File: src/hdl/cip_pkg.sv
// Shared types, constants and arithmetic helpers of the CIP advection block.
`default_nettype none
package cip_pkg;
	localparam int MaxNodes = 1024;
	localparam int AddrW = $clog2(MaxNodes);
	localparam int CountW = AddrW + 1;
	localparam int DataW = 32;
	localparam int CfgIdxW = 3;

	typedef enum logic [1:0] {
		CMD_LOAD = 2'd0,
		CMD_RUN  = 2'd1,
		CMD_READ = 2'd2,
		CMD_NONE = 2'd3
	} cmd_t;

	typedef enum logic [CfgIdxW-1:0] {
		REG_NODE_COUNT = 3'd0,
		REG_CELL_WIDTH = 3'd1,
		REG_INV_WIDTH  = 3'd2,
		REG_SHIFT      = 3'd3,
		REG_STEPS      = 3'd4
	} reg_idx_t;

	// Datapath operation codes issued by the controller.
	typedef enum logic [3:0] {
		OP_NOP,
		OP_DV,      // acc <= sat(Y-D), mul t2
		OP_T1,      // mul (S+C)*ih
		OP_T3,      // mul t2*ih
		OP_T4,      // mul C*ih
		OP_A,       // mul (t1+2*t3)*ih
		OP_P1,      // mul A*xi
		OP_P2,      // mul p*xi
		OP_P3,      // mul p*xi
		OP_Q1,      // mul 3A*xi
		OP_Q2       // mul q*xi
	} op_t;

	typedef struct packed {
		logic      mem_we;     // write new value/slope at node address
		logic      old_we;     // copy current value/slope into old store
		logic      load_we;    // write loaded word into all stores
		op_t       op;
		logic      take_prod;  // capture product of previous op
	} cmd_bus_t;

	function automatic logic signed [31:0] sat32(input logic signed [35:0] v);
		logic signed [35:0] hi, lo;
		hi = 36'sd2147483647;
		lo = -36'sd2147483648;
		if (v > hi) return 32'sh7fffffff;
		if (v < lo) return 32'sh80000000;
		return v[31:0];
	endfunction

	// Floor shift of a 65-bit product, then saturate.
	function automatic logic signed [31:0] shsat(input logic signed [64:0] p,
			input logic sel28);
		logic signed [64:0] s;
		s = sel28 ? (p >>> 28) : (p >>> 16);
		if (s > 65'sd2147483647) return 32'sh7fffffff;
		if (s < -65'sd2147483648) return 32'sh80000000;
		return s[31:0];
	endfunction
endpackage
`default_nettype wire

File: src/hdl/cip_ctrl.sv
// Command sequencer: loads, reads, and the step/node/operation walk of a run.
`default_nettype none
module cip_ctrl (
	input  wire logic                       clk,
	input  wire logic                       arst_n,
	input  wire logic                       in_valid,
	input  wire logic [1:0]                 in_command,
	output logic                            in_ready,
	output logic                            out_valid,
	input  wire logic                       out_ready,
	output logic                            last_node,
	output logic                            cap_read,
	input  wire logic [cip_pkg::CountW-1:0] node_count,
	input  wire logic [15:0]                step_count,
	output cip_pkg::cmd_bus_t               cmd,
	output logic [cip_pkg::AddrW-1:0]       addr,
	output logic [cip_pkg::AddrW-1:0]       up_addr
);
	typedef enum logic [5:0] {
		S_IDLE = 6'b000001,
		S_READ = 6'b000010,
		S_COPY = 6'b000100,
		S_COPYW= 6'b001000,
		S_NODE = 6'b010000,
		S_OUT  = 6'b100000
	} state_t;

	state_t state_q;
	logic [cip_pkg::AddrW-1:0] ld_ptr_q, rd_ptr_q, node_q;
	logic [15:0] step_q;
	logic [4:0]  seq_q;
	logic [cip_pkg::CountW-1:0] n_act;
	logic [cip_pkg::AddrW-1:0] last_idx;
	logic last_q;

	// Clamp the node count to 2..MaxNodes.
	always_comb begin
		if (node_count < cip_pkg::CountW'(2)) n_act = cip_pkg::CountW'(2);
		else if (node_count > cip_pkg::CountW'(cip_pkg::MaxNodes))
			n_act = cip_pkg::CountW'(cip_pkg::MaxNodes);
		else n_act = node_count;
	end
	assign last_idx = cip_pkg::AddrW'(n_act - cip_pkg::CountW'(1));

	logic [cip_pkg::AddrW-1:0] ld_eff, rd_eff;
	assign ld_eff = ({1'b0, ld_ptr_q} >= n_act) ? '0 : ld_ptr_q;
	assign rd_eff = ({1'b0, rd_ptr_q} >= n_act) ? '0 : rd_ptr_q;

	assign in_ready = (state_q == S_IDLE);
	assign out_valid = (state_q == S_OUT);
	assign last_node = last_q;
	assign up_addr = (node_q == '0) ? last_idx : node_q - cip_pkg::AddrW'(1);

	// Address and command decode for the current state.
	always_comb begin
		cmd = '0;
		cmd.op = cip_pkg::OP_NOP;
		addr = node_q;
		cap_read = 1'b0;
		unique case (state_q)
			S_IDLE: begin
				addr = ld_eff;
				if (in_valid && in_command == cip_pkg::CMD_LOAD) cmd.load_we = 1'b1;
				if (in_valid && in_command == cip_pkg::CMD_READ) addr = rd_eff;
			end
			S_READ: cap_read = 1'b1;
			S_COPYW: cmd.old_we = 1'b1;
			S_NODE: begin
				cmd.take_prod = 1'b1;
				case (seq_q)
					5'd1: cmd.op = cip_pkg::OP_DV;
					5'd2: cmd.op = cip_pkg::OP_T1;
					5'd4: cmd.op = cip_pkg::OP_T3;
					5'd5: cmd.op = cip_pkg::OP_T4;
					5'd8: cmd.op = cip_pkg::OP_A;
					5'd11: cmd.op = cip_pkg::OP_P1;
					5'd12: cmd.op = cip_pkg::OP_Q1;
					5'd14: cmd.op = cip_pkg::OP_P2;
					5'd15: cmd.op = cip_pkg::OP_Q2;
					5'd17: cmd.op = cip_pkg::OP_P3;
					5'd20: cmd.mem_we = 1'b1;
					default: ;
				endcase
			end
			default: ;
		endcase
	end

	// Sequencer state.
	always_ff @(posedge clk or negedge arst_n) begin
		if (!arst_n) begin
			state_q <= S_IDLE;
			ld_ptr_q <= '0; rd_ptr_q <= '0; node_q <= '0;
			step_q <= '0; seq_q <= '0; last_q <= 1'b0;
		end else begin
			unique case (state_q)
				S_IDLE: if (in_valid) begin
					case (in_command)
						cip_pkg::CMD_LOAD:
							ld_ptr_q <= (ld_eff == last_idx) ? '0 : ld_eff + 1'b1;
						cip_pkg::CMD_READ: begin
							last_q <= (rd_eff == last_idx);
							rd_ptr_q <= (rd_eff == last_idx) ? '0 : rd_eff + 1'b1;
							state_q <= S_READ;
						end
						cip_pkg::CMD_RUN: begin
							ld_ptr_q <= '0; rd_ptr_q <= '0;
							node_q <= '0; step_q <= '0;
							if (step_count != 16'd0) state_q <= S_COPY;
						end
						default: ;
					endcase
				end
				S_READ: state_q <= S_OUT;
				S_OUT: if (out_ready) state_q <= S_IDLE;
				S_COPY: state_q <= S_COPYW;
				S_COPYW: begin
					if (node_q == last_idx) begin
						node_q <= '0; seq_q <= '0; state_q <= S_NODE;
					end else begin
						node_q <= node_q + 1'b1; state_q <= S_COPY;
					end
				end
				S_NODE: begin
					if (seq_q == 5'd20) begin
						seq_q <= '0;
						if (node_q == last_idx) begin
							node_q <= '0;
							if (step_q + 16'd1 == step_count) state_q <= S_IDLE;
							else begin
								step_q <= step_q + 16'd1; state_q <= S_COPY;
							end
						end else node_q <= node_q + 1'b1;
					end else seq_q <= seq_q + 5'd1;
				end
				default: state_q <= S_IDLE;
			endcase
		end
	end
endmodule
`default_nettype wire

File: config.mk
export PLATFORM = sky130hd
export DESIGN_NAME = cip_ctrl
export DESIGN_NICKNAME = d
export VERILOG_FILES = /design/src/hdl/cip_pkg.sv /design/src/hdl/cip_ctrl.sv
export SDC_FILE = /design/constraint.sdc
export NUM_CORES = 1
export LEC_CHECK = 0
export BUFFER_PORTS_ARGS = -buffer_cell sky130_fd_sc_hd__buf_2
export CAP_MARGIN = 5
export CELL_PAD_IN_SITES_DETAIL_PLACEMENT = 1
export CELL_PAD_IN_SITES_GLOBAL_PLACEMENT = 1
export CORE_MARGIN = 2
export CORE_UTILIZATION = 35
export DETAILED_ROUTE_END_ITERATION = 12
export MAX_ROUTING_LAYER = met4
export PLACE_DENSITY = 0.75
export SLEW_MARGIN = 25
export SYNTH_ARGS = -nofsm -noshare
export SYNTH_HDL_FRONTEND = slang
export SYNTH_SLANG_ARGS = --single-unit
File: constraint.sdc
create_clock -name clk -period 4.9 [get_ports clk]
set_input_delay 0.49 -clock clk [delete_from_list [all_inputs] [get_ports clk]]
set_output_delay 0.49 -clock clk [all_outputs]
set_load 0.005 [all_outputs]
Word-level counts from Yosys, hierarchy flattened
Index checks and enable logic that the tools add are counted.
- logic and storage cells: 109
- output and inout bits: 32
- register bits: 58
- add/subtract/negate cells: 7
- reductions and logical operators: 17
- magnitude comparators: 4
- mux-type cells: 42
- equal/unequal tests: 32
- operators by type and width (cell ; number):
    $mux W10 ; 11
    $mux W16 ; 5
    $pmux W10 S2 ; 2
    $pmux W4 S10 ; 1
    $pmux W6 S6 ; 1
    $pmux W16 S2 ; 1
    $add A10 B1 Y10 const B ; 3
    $eq A10 B10 Y1 ; 3
    $mux W6 ; 5
    $pmux W10 S3 ; 1
    $eq A5 B4 Y1 const B ; 5
    $ge A10 B11 Y1 ; 2
    $mux W11 ; 2
    $mux W5 ; 4
    $sub A10 B1 Y10 const B ; 2
    $add A16 B1 Y16 const B ; 1
    $eq A16 B16 Y1 ; 1
    $reduce_bool A16 Y1 ; 1
    $pmux W6 S2 ; 1
    $reduce_and A6 Y1 ; 2
    $gt A11 B11 Y1 const B ; 1
    $lt A11 B2 Y1 const B ; 1
    $eq A5 B3 Y1 const B ; 2
    $eq A5 B5 Y1 const B ; 2
    26 further kinds ; 42

Logic depth before layout (Yosys ltp)
- word-level depth: 8
- gate-level depth with buffers: 20

Least setup slack after synthesis
OpenSTA, ideal clock, no wires.
- kind: input to register
- start point: in node_count[8] (netlist name)
- end point: reg step_q[12]
- arrival time: 4.111 ns
- path buffers: 4
- slack: 0.694 ns
- stages on the path: 15
- required time: 4.804 ns
- cell sequence: clkbuf_1 nor3_1 a311oi_2 inv_1 ha_1 clkbuf_1 and3_1 a211oi_1 xnor2_1 nand2_1 or4b_1 buf_2 or3_4 buf_6 o31ai_1
- longest elaborated chain between the ends: 7
- RTL lines (what ; line ; source):
    from (decl) ; cip_ctrl.sv:13 ; input wire logic [cip_pkg::CountW-1:0] node_count,
    $gt A11 B11 Y1 ; cip_ctrl.sv:39 ; else if (node_count > cip_pkg::CountW'(cip_pkg::MaxNodes))
    $mux W11 ; cip_ctrl.sv:39 ;
    $mux W11 (*) ; cip_ctrl.sv:38 ; if (node_count < cip_pkg::CountW'(2)) n_act = cip_pkg::CountW'(2);
    $sub A10 B1 Y10 (*) ; cip_ctrl.sv:43 ; assign last_idx = cip_pkg::AddrW'(n_act - cip_pkg::CountW'(1));
    $eq A10 B10 Y1 (*) ; cip_ctrl.sv:127 ; if (node_q == last_idx) begin
    $ne A2 B2 Y1 (no line) (*) ; n/a ;
    $reduce_and A6 Y1 (no line) (*) ; n/a ;
    to (signal assigned) ; cip_ctrl.sv:94 ; step_q <= '0; seq_q <= '0; last_q <= 1'b0;
    to (signal assigned) ; cip_ctrl.sv:108 ; node_q <= '0; step_q <= '0;
    to (signal assigned) ; cip_ctrl.sv:131 ; step_q <= step_q + 16'd1; state_q <= S_COPY;
    to (decl) ; cip_ctrl.sv:30 ; logic [15:0] step_q;
Mark *: on every way between the ends. The rest lies on a longest branch, timed or not.
A chain may end at the register's enable or synchronous reset.

Worst setup path after layout
- start point: in node_count[5] (netlist name)
- end point: out addr[7] (netlist name)
- longest elaborated chain between the ends: 7
- RTL lines (what ; line ; source):
    $gt A11 B11 Y1 ; cip_ctrl.sv:39 ;
    $mux W11 ; cip_ctrl.sv:39 ;
    $mux W11 (*) ; cip_ctrl.sv:38 ;
    $ge A10 B11 Y1, on equally long branches ; cip_ctrl.sv:46, cip_ctrl.sv:47 ;
    $mux W10, on equally long branches ; cip_ctrl.sv:46, cip_ctrl.sv:47 ;
    $mux W10 (*) ; cip_ctrl.sv:64 ; if (in_valid && in_command == cip_pkg::CMD_READ) addr = rd_eff;
    $mux W10 (*) ; cip_ctrl.sv:60 ; unique case (state_q)
    to (decl) ; cip_ctrl.sv:16 ; output logic [cip_pkg::AddrW-1:0] addr,
Marked as above.

==> impl_summary.log <==
INFO  metric run_status = completed
INFO  metric routed-wl-met2 = 9712 µm
INFO  metric route.detailed.wl_per_inst = 20.20 µm
INFO  metric max_clock_freq = 228.4 MHz
INFO  metric synth_cells = 767
INFO  metric finalHoldViolations = 0
INFO  metric clock-skew-final = 0.006302 ns
INFO  metric syn-num-nets = 834
INFO  metric total_leakage_power = 2.921 nW
INFO  metric tritoncts = built
INFO  metric h_tree_depth = 3
INFO  metric global_route.usage.total = 0.2482
INFO  metric floorplan.initialDensity = 0.3580
INFO  metric synthesis.area_per_instance = 7.713 µm²
INFO  metric max_stage_delay = 0.47 ns
INFO  metric final_core_util = 0.4108
INFO  metric synth_enable_flop_cells = 0
INFO  metric total_power = 2.353 mW
INFO  metric detailed_place_hpwl = 15670 µm
INFO  metric cts.hold.buffers_added = 0
INFO  metric grt_pass1_wl = 33960 µm
INFO  metric finalWorstPathRequiredPeriod = 4.377 ns
INFO  metric cts_buffers = 9
INFO  metric dr_wl_met3 = 1072 µm
INFO  metric rows = 47
INFO  metric worst_path_dominant_cell_family = compound AO/OA/AOI/OAI gates
INFO  metric chip_height = 134.0 µm
INFO  metric initial_antenna_violation_count = 0
INFO  metric die_width = 134.0 µm
INFO  metric yosys.cell_types.count = 71
INFO  metric synthesized_cell_area = 5916 µm²
INFO  metric cts_resized = 0
INFO  metric grt_overflow_total = 0
INFO  metric ys_top_cells_by_area = dfrtp_1 24%, ha_1 7.2%, o21ai_0 4.9%
INFO  metric worstHoldPathType = in2async
INFO  metric nFillCells = 2041
INFO  metric drc_errors = 0
INFO  metric top_level_ports = 65
INFO  metric finish.net_count = 876
INFO  metric synth-seq-area-share = 0.2456
INFO  metric route.layer.met1.wl = 9621 µm
INFO  metric port_buffers = 64
INFO  metric cts_max_path_buffers = 2
INFO  metric maxCapViolations = 0
INFO  metric worst_setup_path_end_kind = output port
INFO  metric worst-setup-path-type = in2out
INFO  metric tightestPinTransition = 0.9120 ns
INFO  metric critical_path.cell_chain = buf_2, nor4_4, and2_1, a21oi_1, or2_2, ha_1, a21oi_1, o21ai_0, a31oi_1, o22ai_1, a21oi_1, a221oi_1, nor2_1, buf_2
INFO  metric synth_top_area_frac = 0.2411
INFO  metric grt_start_max_net_pins = 59
INFO  metric worst-endpoint-required = 4.41 ns
INFO  metric yosys_warnings = 0
INFO  metric drt_wl_total = 20890 µm
INFO  metric worst_hold_slack = 0.3070 ns
INFO  metric r2r_cells = 14
INFO  metric synth_seq_cells = 58
INFO  metric count_of_tritonroute_iterations_in_the_first_routing_pass = 5
INFO  metric grt_pass1_vias = 6157
INFO  metric timing.max_slew.rel_slack = 0.3877
INFO  metric clk_pin_slew_worst_paths = 0.05 ns
INFO  metric critical_path_peak_fanout = 6
INFO  metric gp_congestion = 0.9047
INFO  metric n_antenna_cell = 0
INFO  metric power_density = 346.6 nW/µm²
INFO  metric vdd_ir_drop_max = 0.2330 mV
INFO  metric post-route-period-util = 0.8934
INFO  metric critical_path_cell_count = 14
INFO  metric timing.critical_path.mode_cell = a21oi_1
INFO  metric remaining_antenna_violation_count = 0
INFO  metric cts_setup_buffers = 0
INFO  metric critPathArrivalTime = 3.89 ns
INFO  metric routed_via_density = 5.977
INFO  metric numClockSinks = 58
INFO  metric fin_tns_setup = 0 ns
INFO  metric yosys-top-cells-count = 58 x o21ai_0, 57 x dfrtp_1, 56 x nor2_1, 50 x nand2_1, 48 x a21oi_1
INFO  metric rsz0062_at_grt = false
INFO  metric critical-path-slowest-cell = a21oi_1
INFO  metric cp.buffers_inverters = 2
INFO  metric layout-drive-gt1-share = 0.1486
INFO  metric clock-root-buffer = clkbuf_16
INFO  metric synth.largest_area_cell = dfrtp_1
INFO  metric critical_path.startpoint_type = primary input
INFO  metric synth-main-ff-cell = dfrtp_1
INFO  metric async_flop_share = 1.000
INFO  metric drv_slew = 0
INFO  metric worst_skew_pair.late_latency = 0.35 ns
INFO  metric core = 16520 µm²
INFO  metric detailedRoute.firstIterationViolations = 391
INFO  metric maxUsedRoutingLayer = met4
INFO  metric report.final.setup_viol = 0
INFO  metric via_count = 6180
INFO  metric die_area = 17960 µm²
INFO  metric syn_to_final_growth = 14.76%
INFO  metric synthMostInstantiatedCell = o21ai_0
-- power by group --
group,internal (mW),switching (mW),total (mW)
clock network,0.459,0.239,0.698
registers,0.531,0.110,0.640
logic,0.384,0.630,1.01
total,1.37,0.979,2.35
-- cell type report --
class / instances / area (µm²) / area share
well taps: 220 / 275.3 / 0.04055
clock inverters: 4 / 75.07 / 0.01106
multi-input cells: 616 / 4115 / 0.6062
clock buffers: 12 / 246.5 / 0.03631
flip-flops and latches: 58 / 1453 / 0.2140
repair buffers: 85 / 478.0 / 0.07040
inverters: 39 / 146.4 / 0.02156
-- logic make-up after synthesis --
group,share of synthesized area
DFF,0.2456
xor gates and xnor gates,0.07635
adders and majority gates,0.07191
muxes,0.02073
AOI/OAI and AO/OA,0.2602
buffers and inverters,0.06197
and+or+nand+nor,0.2633
-- state kept, by name, indices dropped and copies added (netlist names) --
signal and count:
seq_q 5, state_q 6, last_node 1, node_q 10
ld_ptr_q 10, rd_ptr_q 10, step_q 16
-- metal layers --
| layer | track usage | up-vias |
|---|---|---|
| met5 | - | - |
| met4 | 0.07801 | 0 |
| met3 | 0.04119 | 32 |
| met2 | 0.3883 | 174 |
| met1 | 0.3289 | 3050 |
| li1 | - | 2924 |
-- path summary, 6_finish.rpt --
| path | to | startpoint | slack (ns) |
|---|---|---|---|
| worst max-delay path | addr[7] | node_count[5] | 0.52 |
| worst min-delay path | seq_q[4]$_DFFE_PN0P_ | arst_n | 0.31 |
| worst max register to register | ld_ptr_q[8]$_DFFE_PN0P_ | ld_ptr_q[5]$_DFFE_PN0P_ | 1.02 |
| worst min register to register | state_q[3]$_DFFE_PN0P_ | state_q[3]$_DFFE_PN0P_ | 0.50 |
| max in group asynchronous | node_q[5]$_DFFE_PN0P_ | arst_n | 4.04 |
| min in group clk | state_q[5]$_DFFE_PN0P_ | out_ready | 0.44 |
-- cells in the final DEF, fill, tap and decap left out, drive strengths merged, types with 15 or more instances in the layout --
cell type  instances
nand4             16
dfrtp             57
buf               85
a21oi             48
o21ai             59
nand2             50
nor4              15
xor2              16
inv               39
and3              16
a31oi             25
nor3              29
nand3             33
nor2              56
xnor2             33
ha                34
-- worst reg2reg max path, stage by stage (launching register included) --
cell     delay [ns]
dfrtp_1        0.63
ha_1           0.33
a21o_1         0.16
a221o_1        0.34
a31oi_1        0.34
o22a_1         0.45
buf_4          0.24
and2_1         0.17
ha_1           0.20
and3_1         0.20
nand4_1        0.15
inv_1          0.13
nand3_1        0.11
a31oi_1        0.21
mux2i_1        0.10
-- per-stage QoR --
step / area, µm² / worst slack, ns / instances
2_1_floorplan: 5916 / 0.6937 / 767
3_5_place_dp: 6455 / 0.3393 / 1018
6_report: 6789 / 0.5225 / 1034
5_1_grt: 6789 / 0.1780 / 1034
4_1_cts: 6777 / 0.5911 / 1034
3_3_place_gp: 6455 / 0.4423 / 1018
(Power assumes the default switching activity.)
